`config.mk`:
```
export PLATFORM = sky130hd
export DESIGN_NAME = riscv_decode_execute_unit_top_flat
export DESIGN_NICKNAME = d
export VERILOG_FILES = /design/src/rde_pkg.sv /design/src/rde_in_if.sv /design/src/rde_out_if.sv /design/src/rde_exec.sv /design/src/riscv_decode_execute_unit_top.sv /design/src/flat_wrapper.sv
export SDC_FILE = /design/constraint.sdc
export NUM_CORES = 1
export LEC_CHECK = 0
export BUFFER_PORTS_ARGS = -buffer_cell sky130_fd_sc_hd__buf_2
export CAP_MARGIN = 5
export CELL_PAD_IN_SITES_DETAIL_PLACEMENT = 0
export CELL_PAD_IN_SITES_GLOBAL_PLACEMENT = 1
export CORE_ASPECT_RATIO = 2
export CORE_MARGIN = 3
export CORE_UTILIZATION = 41
export DETAILED_ROUTE_END_ITERATION = 10
export PLACE_DENSITY_LB_ADDON = 0.1
export RECOVER_POWER = 25
export SLEW_MARGIN = 20
export SYNTH_ARGS = -nofsm -noshare
export SYNTH_HDL_FRONTEND = slang
export SYNTH_SLANG_ARGS = --single-unit
```
`constraint.sdc`:
```
create_clock -name clk -period 7.25 [get_ports clk]
set_input_delay 1.0875 -clock clk [delete_from_list [all_inputs] [get_ports clk]]
set_output_delay 1.0875 -clock clk [all_outputs]
set_load 0.05 [all_outputs]
```
`src/rde_pkg.sv`:
```
// Shared types and constants for the RV64 subset decode and execute unit.
package rde_pkg;

	localparam logic [6:0] OPC_RTYPE  = 7'd51;
	localparam logic [6:0] OPC_LOAD   = 7'd3;
	localparam logic [6:0] OPC_STORE  = 7'd35;
	localparam logic [6:0] OPC_BRANCH = 7'd99;
	localparam logic [6:0] OPC_OPIMM  = 7'd19;

	localparam logic [2:0] F3_ADD = 3'd0;
	localparam logic [2:0] F3_SLL = 3'd1;
	localparam logic [2:0] F3_OR  = 3'd6;
	localparam logic [2:0] F3_AND = 3'd7;
	localparam logic [2:0] F3_BEQ = 3'd0;

	localparam logic [6:0] F7_BASE = 7'd0;
	localparam logic [6:0] F7_ALT  = 7'd32;

	localparam logic [51:0] IMM_SIGN_FILL = '1;

	typedef enum logic [2:0] {
		ALU_ADD,
		ALU_SUB,
		ALU_AND,
		ALU_OR,
		ALU_SHL,
		ALU_NONE
	} alu_op_t;

	typedef struct packed {
		logic               known_opcode;
		logic               reg_write;
		logic               mem_read;
		logic               mem_write;
		logic               mem_to_reg;
		logic               is_branch;
		logic               branch_taken;
		logic [4:0]         dest_reg;
		logic signed [63:0] alu_out;
		logic               zero;
		logic [63:0]        branch_target;
		logic signed [63:0] immediate;
	} rde_result_t;

endpackage

```
`src/rde_in_if.sv`:
```
// Instruction channel: instruction word, source operands and pc.
interface rde_in_if;
	logic               valid;
	logic               ready;
	logic [31:0]        instruction;
	logic signed [63:0] rs1_value;
	logic signed [63:0] rs2_value;
	logic [63:0]        pc;

	modport source (output valid, instruction, rs1_value, rs2_value, pc, input ready);
	modport sink   (input valid, instruction, rs1_value, rs2_value, pc, output ready);
endinterface

```
`src/rde_out_if.sv`:
```
// Result channel: control flags, ALU result and branch information.
interface rde_out_if;
	logic               valid;
	logic               ready;
	logic               known_opcode;
	logic               reg_write;
	logic               mem_read;
	logic               mem_write;
	logic               mem_to_reg;
	logic               is_branch;
	logic               branch_taken;
	logic [4:0]         dest_reg;
	logic signed [63:0] alu_out;
	logic               zero;
	logic [63:0]        branch_target;
	logic signed [63:0] immediate;

	modport source (
		output valid, known_opcode, reg_write, mem_read, mem_write, mem_to_reg,
		       is_branch, branch_taken, dest_reg, alu_out, zero, branch_target,
		       immediate,
		input  ready
	);
	modport sink (
		input  valid, known_opcode, reg_write, mem_read, mem_write, mem_to_reg,
		       is_branch, branch_taken, dest_reg, alu_out, zero, branch_target,
		       immediate,
		output ready
	);
endinterface

```
`src/rde_exec.sv`:
```
// Decode, immediate build, ALU and branch resolution for one instruction.
module rde_exec (
	input  logic [31:0]          instruction,
	input  logic signed [63:0]   rs1_value,
	input  logic signed [63:0]   rs2_value,
	input  logic [63:0]          pc,
	output rde_pkg::rde_result_t result
);
	import rde_pkg::*;

	logic [6:0]  opc;
	logic [2:0]  f3;
	logic [6:0]  f7;
	logic [63:0] imm;
	logic [63:0] opa;
	logic [63:0] opb;
	logic [63:0] src2;
	logic [63:0] res;
	logic        use_imm;
	alu_op_t     op;

	assign opc = instruction[6:0];
	assign f3  = instruction[14:12];
	assign f7  = instruction[31:25];
	assign opa = rs1_value;
	assign opb = rs2_value;

	always_comb begin
		priority if (instruction[6]) begin
			imm = {{52{instruction[31]}}, instruction[7], instruction[30:25],
			       instruction[11:8], 1'b0};
		end else if (instruction[5]) begin
			imm = {{52{instruction[31]}}, instruction[31:25], instruction[11:7]};
		end else begin
			imm = {{52{instruction[31]}}, instruction[31:20]};
		end
		if (instruction[31]) begin
			imm[63:12] = IMM_SIGN_FILL;
		end
	end

	always_comb begin
		result              = '0;
		use_imm             = 1'b0;
		op                  = ALU_ADD;
		result.dest_reg     = instruction[11:7];
		unique case (opc)
			OPC_RTYPE: begin
				result.known_opcode = 1'b1;
				result.reg_write    = 1'b1;
				priority if (f7 == F7_BASE && f3 == F3_ADD) op = ALU_ADD;
				else if (f7 == F7_ALT && f3 == F3_ADD) op = ALU_SUB;
				else if (f7 == F7_BASE && f3 == F3_SLL) op = ALU_SHL;
				else if (f7 == F7_BASE && f3 == F3_AND) op = ALU_AND;
				else if (f7 == F7_BASE && f3 == F3_OR) op = ALU_OR;
				else op = ALU_NONE;
			end
			OPC_LOAD: begin
				result.known_opcode = 1'b1;
				result.reg_write    = 1'b1;
				result.mem_read     = 1'b1;
				result.mem_to_reg   = 1'b1;
				use_imm             = 1'b1;
			end
			OPC_STORE: begin
				result.known_opcode = 1'b1;
				result.mem_write    = 1'b1;
				use_imm             = 1'b1;
			end
			OPC_BRANCH: begin
				result.known_opcode = 1'b1;
				result.is_branch    = 1'b1;
				op                  = ALU_SUB;
			end
			OPC_OPIMM: begin
				result.known_opcode = 1'b1;
				result.reg_write    = 1'b1;
				use_imm             = 1'b1;
				priority if (f3 == F3_ADD) op = ALU_ADD;
				else if (f3 == F3_SLL && f7[6:1] == 6'd0) op = ALU_SHL;
				else op = ALU_NONE;
			end
			default: begin
			end
		endcase

		src2 = use_imm ? imm : opb;
		unique case (op)
			ALU_ADD: res = opa + src2;
			ALU_SUB: res = opa - src2;
			ALU_AND: res = opa & src2;
			ALU_OR:  res = opa | src2;
			ALU_SHL: res = opa << src2[5:0];
			default: res = '0;
		endcase

		result.alu_out       = res;
		result.zero          = (res == 64'd0);
		result.branch_taken  = result.is_branch &&
		                       ((f3 == F3_BEQ) ? result.zero : !result.zero);
		result.branch_target = pc + imm;
		result.immediate     = imm;
	end
endmodule

```
`src/riscv_decode_execute_unit_top.sv`:
```
// Top level of the RV64 subset decode and execute unit.
//
//   channel  dir  handshake      payload
//   in_ch    in   valid/ready    instruction, rs1_value, rs2_value, pc
//   out_ch   out  valid/ready    control flags, dest_reg, alu_out, zero,
//                                branch_target, immediate
//
// An input transfer passes through the input register, then the decode/ALU logic into the
// result register. One instruction per cycle is sustained while out_ch.ready stays high.
// Reset clears both stage valid bits; payload registers are not reset.
// A stalled output holds its result; the input stage keeps accepting while the
// result register is empty or being drained.
module riscv_decode_execute_unit_top (
	input  logic          clk,
	input  logic          arst_n,
	rde_in_if.sink        in_ch,
	rde_out_if.source     out_ch
);
	import rde_pkg::*;

	logic               valid_s1;
	logic [31:0]        instr_s1;
	logic signed [63:0] rs1_s1;
	logic signed [63:0] rs2_s1;
	logic [63:0]        pc_s1;
	logic               valid_s2;
	rde_result_t        res_s2;
	rde_result_t        res_next;
	logic               adv_s2;
	logic               adv_s1;

	assign adv_s2      = !valid_s2 || out_ch.ready;
	assign adv_s1      = !valid_s1 || adv_s2;
	assign in_ch.ready = adv_s1;

	always_ff @(posedge clk or negedge arst_n) begin
		if (!arst_n) begin
			valid_s1 <= 1'b0;
		end else if (adv_s1) begin
			valid_s1 <= in_ch.valid;
		end
	end

	always_ff @(posedge clk) begin
		if (adv_s1 && in_ch.valid) begin
			instr_s1 <= in_ch.instruction;
			rs1_s1   <= in_ch.rs1_value;
			rs2_s1   <= in_ch.rs2_value;
			pc_s1    <= in_ch.pc;
		end
	end

	rde_exec u_exec (
		.instruction (instr_s1),
		.rs1_value   (rs1_s1),
		.rs2_value   (rs2_s1),
		.pc          (pc_s1),
		.result      (res_next)
	);

	always_ff @(posedge clk or negedge arst_n) begin
		if (!arst_n) begin
			valid_s2 <= 1'b0;
		end else if (adv_s2) begin
			valid_s2 <= valid_s1;
		end
	end

	always_ff @(posedge clk) begin
		if (adv_s2 && valid_s1) begin
			res_s2 <= res_next;
		end
	end

	assign out_ch.valid         = valid_s2;
	assign out_ch.known_opcode  = res_s2.known_opcode;
	assign out_ch.reg_write     = res_s2.reg_write;
	assign out_ch.mem_read      = res_s2.mem_read;
	assign out_ch.mem_write     = res_s2.mem_write;
	assign out_ch.mem_to_reg    = res_s2.mem_to_reg;
	assign out_ch.is_branch     = res_s2.is_branch;
	assign out_ch.branch_taken  = res_s2.branch_taken;
	assign out_ch.dest_reg      = res_s2.dest_reg;
	assign out_ch.alu_out       = res_s2.alu_out;
	assign out_ch.zero          = res_s2.zero;
	assign out_ch.branch_target = res_s2.branch_target;
	assign out_ch.immediate     = res_s2.immediate;

	a_load_flags: assert property (@(posedge clk) disable iff (!arst_n)
		valid_s2 && res_s2.mem_read |->
			res_s2.reg_write && res_s2.mem_to_reg && res_s2.known_opcode)
		else $error("load without writeback controls");

	a_taken_branch: assert property (@(posedge clk) disable iff (!arst_n)
		valid_s2 && res_s2.branch_taken |-> res_s2.is_branch && res_s2.known_opcode)
		else $error("taken flag on a non-branch");

	a_unknown_clear: assert property (@(posedge clk) disable iff (!arst_n)
		valid_s2 && !res_s2.known_opcode |->
			!res_s2.reg_write && !res_s2.mem_read && !res_s2.mem_write &&
			!res_s2.mem_to_reg && !res_s2.is_branch)
		else $error("controls set for unknown opcode");

	a_s1_drain: assert property (@(posedge clk) disable iff (!arst_n)
		valid_s1 && adv_s2 |=> valid_s2)
		else $error("stage one item lost on advance");
endmodule

```
`src/flat_wrapper.sv`:
```
// flat-port wrapper written by rule: the top's interface ports become plain ports
module riscv_decode_execute_unit_top_flat import rde_pkg::*;
  (clk, arst_n, in_ch_valid, in_ch_instruction, in_ch_rs1_value, in_ch_rs2_value, in_ch_pc, in_ch_ready, out_ch_valid, out_ch_known_opcode, out_ch_reg_write, out_ch_mem_read, out_ch_mem_write, out_ch_mem_to_reg, out_ch_is_branch, out_ch_branch_taken, out_ch_dest_reg, out_ch_alu_out, out_ch_zero, out_ch_branch_target, out_ch_immediate, out_ch_ready);
  rde_in_if in_ch_i ();
  rde_out_if out_ch_i ();
  input  logic clk;
  input  logic arst_n;
  input wire logic [$bits(in_ch_i.valid)-1:0] in_ch_valid;
  input wire logic [$bits(in_ch_i.instruction)-1:0] in_ch_instruction;
  input wire logic [$bits(in_ch_i.rs1_value)-1:0] in_ch_rs1_value;
  input wire logic [$bits(in_ch_i.rs2_value)-1:0] in_ch_rs2_value;
  input wire logic [$bits(in_ch_i.pc)-1:0] in_ch_pc;
  output wire logic [$bits(in_ch_i.ready)-1:0] in_ch_ready;
  output wire logic [$bits(out_ch_i.valid)-1:0] out_ch_valid;
  output wire logic [$bits(out_ch_i.known_opcode)-1:0] out_ch_known_opcode;
  output wire logic [$bits(out_ch_i.reg_write)-1:0] out_ch_reg_write;
  output wire logic [$bits(out_ch_i.mem_read)-1:0] out_ch_mem_read;
  output wire logic [$bits(out_ch_i.mem_write)-1:0] out_ch_mem_write;
  output wire logic [$bits(out_ch_i.mem_to_reg)-1:0] out_ch_mem_to_reg;
  output wire logic [$bits(out_ch_i.is_branch)-1:0] out_ch_is_branch;
  output wire logic [$bits(out_ch_i.branch_taken)-1:0] out_ch_branch_taken;
  output wire logic [$bits(out_ch_i.dest_reg)-1:0] out_ch_dest_reg;
  output wire logic [$bits(out_ch_i.alu_out)-1:0] out_ch_alu_out;
  output wire logic [$bits(out_ch_i.zero)-1:0] out_ch_zero;
  output wire logic [$bits(out_ch_i.branch_target)-1:0] out_ch_branch_target;
  output wire logic [$bits(out_ch_i.immediate)-1:0] out_ch_immediate;
  input wire logic [$bits(out_ch_i.ready)-1:0] out_ch_ready;
  assign in_ch_i.valid = in_ch_valid;
  assign in_ch_i.instruction = in_ch_instruction;
  assign in_ch_i.rs1_value = in_ch_rs1_value;
  assign in_ch_i.rs2_value = in_ch_rs2_value;
  assign in_ch_i.pc = in_ch_pc;
  assign in_ch_ready = in_ch_i.ready;
  assign out_ch_valid = out_ch_i.valid;
  assign out_ch_known_opcode = out_ch_i.known_opcode;
  assign out_ch_reg_write = out_ch_i.reg_write;
  assign out_ch_mem_read = out_ch_i.mem_read;
  assign out_ch_mem_write = out_ch_i.mem_write;
  assign out_ch_mem_to_reg = out_ch_i.mem_to_reg;
  assign out_ch_is_branch = out_ch_i.is_branch;
  assign out_ch_branch_taken = out_ch_i.branch_taken;
  assign out_ch_dest_reg = out_ch_i.dest_reg;
  assign out_ch_alu_out = out_ch_i.alu_out;
  assign out_ch_zero = out_ch_i.zero;
  assign out_ch_branch_target = out_ch_i.branch_target;
  assign out_ch_immediate = out_ch_i.immediate;
  assign out_ch_i.ready = out_ch_ready;
  riscv_decode_execute_unit_top u_core (.clk(clk), .arst_n(arst_n), .in_ch(in_ch_i), .out_ch(out_ch_i));
endmodule
```
## Word level (Yosys, flattened, before mapping)

Cells that the tools add are included.

| storage, ports and cells | value |
|---|---|
| flip-flop bits (word level) | 430 |
| input port bits | 228 |
| output and inout bits | 207 |
| word-level logic and storage cells | 78 |

| operators by class | value |
|---|---|
| $add $sub $neg | 3 |
| equal/unequal tests | 13 |
| shift operators | 1 |
| mux-type cells | 20 |
| bitwise operators | 2 |
| reductions and logical operators | 22 |

Operators by type and width:

| cell | number |
|---|---|
| 64-bit case mux with 5 select lines | 1 |
| 64-bit adder | 2 |
| 64-bit bitwise AND | 1 |
| 64-bit logical NOT | 1 |
| 64-bit 2-to-1 mux | 1 |
| 64-bit bitwise OR | 1 |
| 64-bit by 6-bit left shift with 64-bit output | 1 |
| 64-bit subtractor | 1 |
| 52-bit 2-to-1 mux | 1 |
| 7-bit by 6-bit == test with 1-bit output (second input constant) | 3 |
| 3-bit 2-to-1 mux | 6 |
| 12-bit 2-to-1 mux | 1 |
| 3-bit == test (second input constant) | 3 |
| 1-bit logical AND | 9 |
| 3-bit case mux with 3 select lines | 1 |
| 1-bit 2-to-1 mux | 8 |
| 7-bit by 2-bit == test with 1-bit output (second input constant) | 1 |
| 7-bit by 5-bit == test with 1-bit output (second input constant) | 1 |
| 7-bit == test (second input constant) | 1 |
| 7-bit logical NOT | 1 |
| 3-bit by 1-bit == test with 1-bit output (second input constant) | 2 |
| 3-bit by 2-bit == test with 1-bit output (second input constant) | 2 |
| 3-bit logical NOT | 2 |
| 6-bit logical NOT | 1 |
| 5 further kinds | 9 |

## Depth between registers and ports, before layout

| logic depth | value |
|---|---|
| word-level depth | 14 |
| mapped depth | 33 |
| mapped depth without buffers | 27 |

## By module

Synthesis repeated with hierarchy kept, for this count alone.

| unflattened totals | value |
|---|---|
| cell total of the unflattened synthesis | 3207 |
| area total of the unflattened synthesis | 30709.5 um^2 |

By module, submodules not included:

| module | instances | cells an instance | area each (um^2) | seq. area each (um^2) |
|---|---|---|---|---|
| rde_exec | 1 | 2770 | 17723.2 | 0.0 |
| riscv_decode_execute_unit_top | 1 | 437 | 12986.2 | 12932.4 |

## Least setup slack after synthesis

No wires, ideal clock.

| timing path | value |
|---|---|
| kind | reg2reg |
| start | register u_core.instr_s1[31] |
| end | register u_core.res_s2 (netlist bit u_core.out_ch.branch_taken) (data pin) |
| library setup time | 0.258 ns |
| arrival | 7.616 ns |
| required time | 6.992 ns |
| path slack | -0.625 ns |
| stages on the path, launching flop included | 27 |
| buffers on the path | 6 |
| period minus slack after synthesis | 7.875 ns |
| path through | edfxtp_1 clkbuf_1 nor4_2 a311oi_1 clkbuf_1 clkbuf_1 buf_1 clkbuf_1 nor2_1 clkbuf_1 nor2_1 xnor2_1 fa_1 a211oi_1 o21ai_0 a22oi_1 a21oi_1 a21boi_1 xnor2_1 a221oi_1 nand2_1 or4_1 or4_1 nor4_1 nand4_1 and4bb_1 mux2i_1 |

RTL lines:

| element | line | RTL |
|---|---|---|
| from (decl) | riscv_decode_execute_unit_top.sv:22 | `logic [31:0] instr_s1;` |
| from (signal assigned) | riscv_decode_execute_unit_top.sv:46 | `instr_s1 <= in_ch.instruction;` |
| to (signal assigned) | riscv_decode_execute_unit_top.sv:71 | `res_s2 <= res_next;` |
| to (decl) | riscv_decode_execute_unit_top.sv:27 | `rde_result_t res_s2;` |

==> results.txt <==
----------------------------------------------------
[Outcome]
  Result of the run ... complete, but fails checks
  Violations in the final reports ... max-capacitance violations, max-slew violations, negative setup slack

[Worst setup path]
  Kind of capture point of the worst setup path ... register
  Capturing point of the worst reg2reg path ... u_core.out_ch.branch_taken
  Depth of the worst register-to-register path ... 35
  Endpoint required time on the critical path ... between 7 and 8 ns
  Slowest cell delay on critical path ... 0.52 ns
  Critical path destination ... u_core.out_ch.branch_taken
  Class of the most critical setup path ... reg2reg
  Source of the worst register-to-register timing path ... u_core.instr_s1[3]
  Minimum setup slack among reg-to-reg paths ... -0.12 ns
  Slowest CP cell ... or4_4
  Startpoint types ... register
  Worst setup path startpoint ... u_core.instr_s1[3]
  Maximum net fanout on the critical path ... 3
  Critical path arrival ... slightly below 8 ns

[STA]
  Endpoints failing hold ... 0
  Maximum frequency from static timing analysis ... roughly 140 MHz
  Worst slew pin tran ... 2.24 ns
  Clk_skew ... 0.0587 ns
  Final worst setup slack ... -0.121 ns
  Final clock period utilization by the worst path ... 1.02
  Setup repair after global routing missed its margin ... true
  Shortest period the worst path allows ... 7.37 ns
  Setup violations, final ... 1
  Relative slew slack ... -0.491
  Max-slew violation count ... 31
  Total negative slack for setup checks ... -0.121 ns

[Placed design]
  Inst Count DP ... 4862
  Placer's final routability congestion estimate ... about 1.1
  Hpwl dp ... 129 mm
  Count of port buffers added during placement ... 429

[Power]
  Power density of the placed cells ... 228 nW/um^2
  Maximum VDD drop ... 0.269 mV
  Leakage component of the power ... 0.0159 uW

[Die]
  Area of the placeable core ... 71100 um^2
  Floorplan row count ... 138
  Number of primary I/O pins ... 435
  DIE AREA ... 75600 um^2
  Height of the die ... between 300 and 400 um
  Initial core utilization ... 0.416
  Horizontal die dimension ... slightly below 200 um

[Global routing]
  Global-route wire length before repair ... 234 mm
  Total global routing track utilization ... 0.437
  Leftover overflow at the end of global routing ... 0
  Antenna violations before repair ... 30
  Pin count of the biggest net entering global routing ... 124
  Number of global-route vias before repair ... 32500

[Clock network]
  Clk sinks ... 374
  Hold-fix buffers at CTS ... 0
  Clock input transition at the sequential cells of the worst setup and hold paths ... 0.06 ns
  H-tree depth ... 2
  Cts bufs inserted ... 36
  Clock root cell ... clkbuf_16
  Clock network latency to the later pin of the worst-skew pair ... 0.65 ns
  Clock tree from TritonCTS ... yes
  Max Root-Sink Buffers ... 3

[Cells and area]
  Area overhead of the layout relative to synthesis ... 29.9%
  Count of nets after finishing ... about 4400
  Fill cell total of the finished layout ... 6614
  Final Non-Filler Cells ... 4979
  Share of post-route cells with drive strength above 1 ... 0.312

[Route]
  DRT iter0 DRCs ... 3067
  Final WL ... between 150 and 200 mm
  Post-detailed-route via-to-cell ratio ... 6.50
  Detailed-routing iteration count for the pre-antenna-repair pass ... 7
  Total DRC errors in the routed layout ... 0
  Post-DRT Antenna Nets ... 0
  Average detailed-routed wire length per instance ... 34.2 um
  Vias post-DR ... 32400

[Synth]
  Number of standard cells after synthesis ... 3208
  Share of the synthesized area in the top cell type ... 0.378
  FF+latch count, synth ... 374
  Leading cell types by total area after synthesis ... edfxtp_1 38%, ha_1 5.3%, a21oi_1 5.2%
  Synth async-reset ratio ... 0.00535
  Synth Flop Type ... edfxtp_1
  Sequential-to-total area share from yosys stat ... 0.379
  Netlist area before placement ... 29600 um^2
  Number of enable-type register cells in the synthesized netlist ... 372
  Post-synth net total ... between 3000 and 4000
  Cell accounting for the most synthesized area ... edfxtp_1
  Number of distinct library cell variants in the gate-level netlist after synthesis ... 92
  Mean Syn Cell Area ... 9.22 um^2
  Ys Warns ... 0

[Hold path]
  Path class of the lowest-slack min-delay path ... in2async

[Run]
  Max-capacitance violation count ... 1

----------------------------------------------------
==> power breakdown <==
part	internal, uW	total (uW)	switching [uW]
combinational	1360	3960	2610
sequential	2680	2830	148
clock	1060	1960	901
==> worst min path at each step <==
stage	from	to	slack, ns	depth (start not counted)
2_1_floorplan	u_core.instr_s1[9]	u_core.out_ch.dest_reg[2]	0.42	0
3_3_place_gp	u_core.instr_s1[9]	u_core.out_ch.dest_reg[2]	0.44	0
3_5_place_dp	u_core.instr_s1[9]	u_core.out_ch.dest_reg[2]	0.44	0
4_1_cts	arst_n	u_core.valid_s1	0.25	1
5_1_grt	arst_n	u_core.valid_s1	0.26	1
6_report	arst_n	u_core.valid_s1	0.25	1
==> final cells by class <==
class	count	area [um^2]	area share
timing repair buffer	1038	6950	0.181
inverter	96	360	0.00938
multi-input combinational	2482	17500	0.457
sequential	374	11200	0.292
antenna	14	35.0	0.000912
tap	910	1140	0.0296
clock buffer	45	956	0.0249
clock inverter	20	221	0.00576
==> metrics by stage <==
| step | worst slack [ns] | hold WS (ns) | instance area [um^2] | util | total power (uW) |
|---|---|---|---|---|---|
| floorplan | 0.0141 | 0.420 | 29700 | - | 4800 |
| global placement | -0.761 | 0.438 | 36200 | 0.509 | 6460 |
| global route | -0.435 | 0.256 | 38400 | 0.540 | 8980 |
| CTS | 0.0181 | 0.245 | 37800 | 0.532 | 8490 |
| detailed placement | -0.783 | 0.441 | 36200 | 0.509 | 6500 |
| finish | -0.121 | 0.253 | 38400 | 0.540 | 8750 |
==> metal layers <==
layer  vias to the layer above  GRT usage  wire length, um
met5                         -          0              217
met2                      2103      0.728            79200
met3                       890      0.144            15500
met1                     15500      0.383            49100
li1                      13900          -                -
met4                        34      0.505            26000
==> kinds of logic after synthesis <==
kind of cell,after synthesis,share of synthesized area
muxes,174,0.0626
DFF,374,0.379
and+or+nand+nor,904,0.147
adders and majority gates,183,0.0732
buffers and inverters,352,0.0545
AOI/OAI and AO/OA,1058,0.235
xor gates and xnor gates,163,0.0483
==> Yosys cell counts (9+ instances only) <==
library cell / number
a2111oi_0: 25
a211o_1: 16
a211oi_1: 45
a21boi_0: 19
a21o_1: 85
a21oi_1: 308
a221o_1: 10
a221oi_1: 16
a22oi_1: 23
a31oi_1: 31
a41oi_1: 10
and2_1: 17
and3_1: 28
buf_1: 27
buf_2: 54
buf_4: 57
clkbuf_1: 117
edfxtp_1: 372
ha_1: 125
inv_1: 96
maj3_1: 56
mux2_2: 53
mux2i_1: 117
nand2_1: 239
nand2b_1: 27
nand3_1: 94
nand4_1: 44
nor2_1: 242
nor2b_1: 16
nor3_1: 95
nor4_1: 18
o2111ai_1: 27
o211ai_1: 61
o21a_1: 20
o21ai_0: 186
o21bai_1: 23
o221ai_1: 18
o22ai_1: 23
o31ai_1: 27
or2_2: 9
or3_1: 20
or4_1: 14
xnor2_1: 102
xor2_1: 61
==> worst max-delay path: cells and delay by family, from the launching register on <==
family / cells / cell delay, ns
adder cells (fa/ha/maj): 1 / 0.17
flip-flops: 1 / 0.43
AND/OR/NAND/NOR: 18 / 3.86
buffers and inverters: 8 / 1.38
multiplexers: 2 / 0.34
AO/OA/AOI/OAI: 6 / 1.03
==> repair_timing <==
action                                 CTS  global route
gates cloned                             1             2
endpoints found under the hold margin    0             0
gates resized for setup                 66            85
buffers inserted                        11            25
setup endpoints to repair                2             2
pin swaps                               16            53
==> placed cells by master (no fill, tap or decap), drive strengths merged, types with 27 or more instances in the layout <==
cell	count
a211oi	47
nand2b	27
o2111ai	27
ha	125
edfxtp	372
mux2	54
and3	28
xnor2	102
o211ai	61
nor2	242
a21oi	308
nor3	95
a21o	85
nand3	94
nand2	240
o31ai	27
xor2	61
maj3	56
a31oi	31
inv	97
o21ai	193
buf	1010
clkbuf	72
nand4	44
mux2i	117
Power figures use the tool's default switching activity.
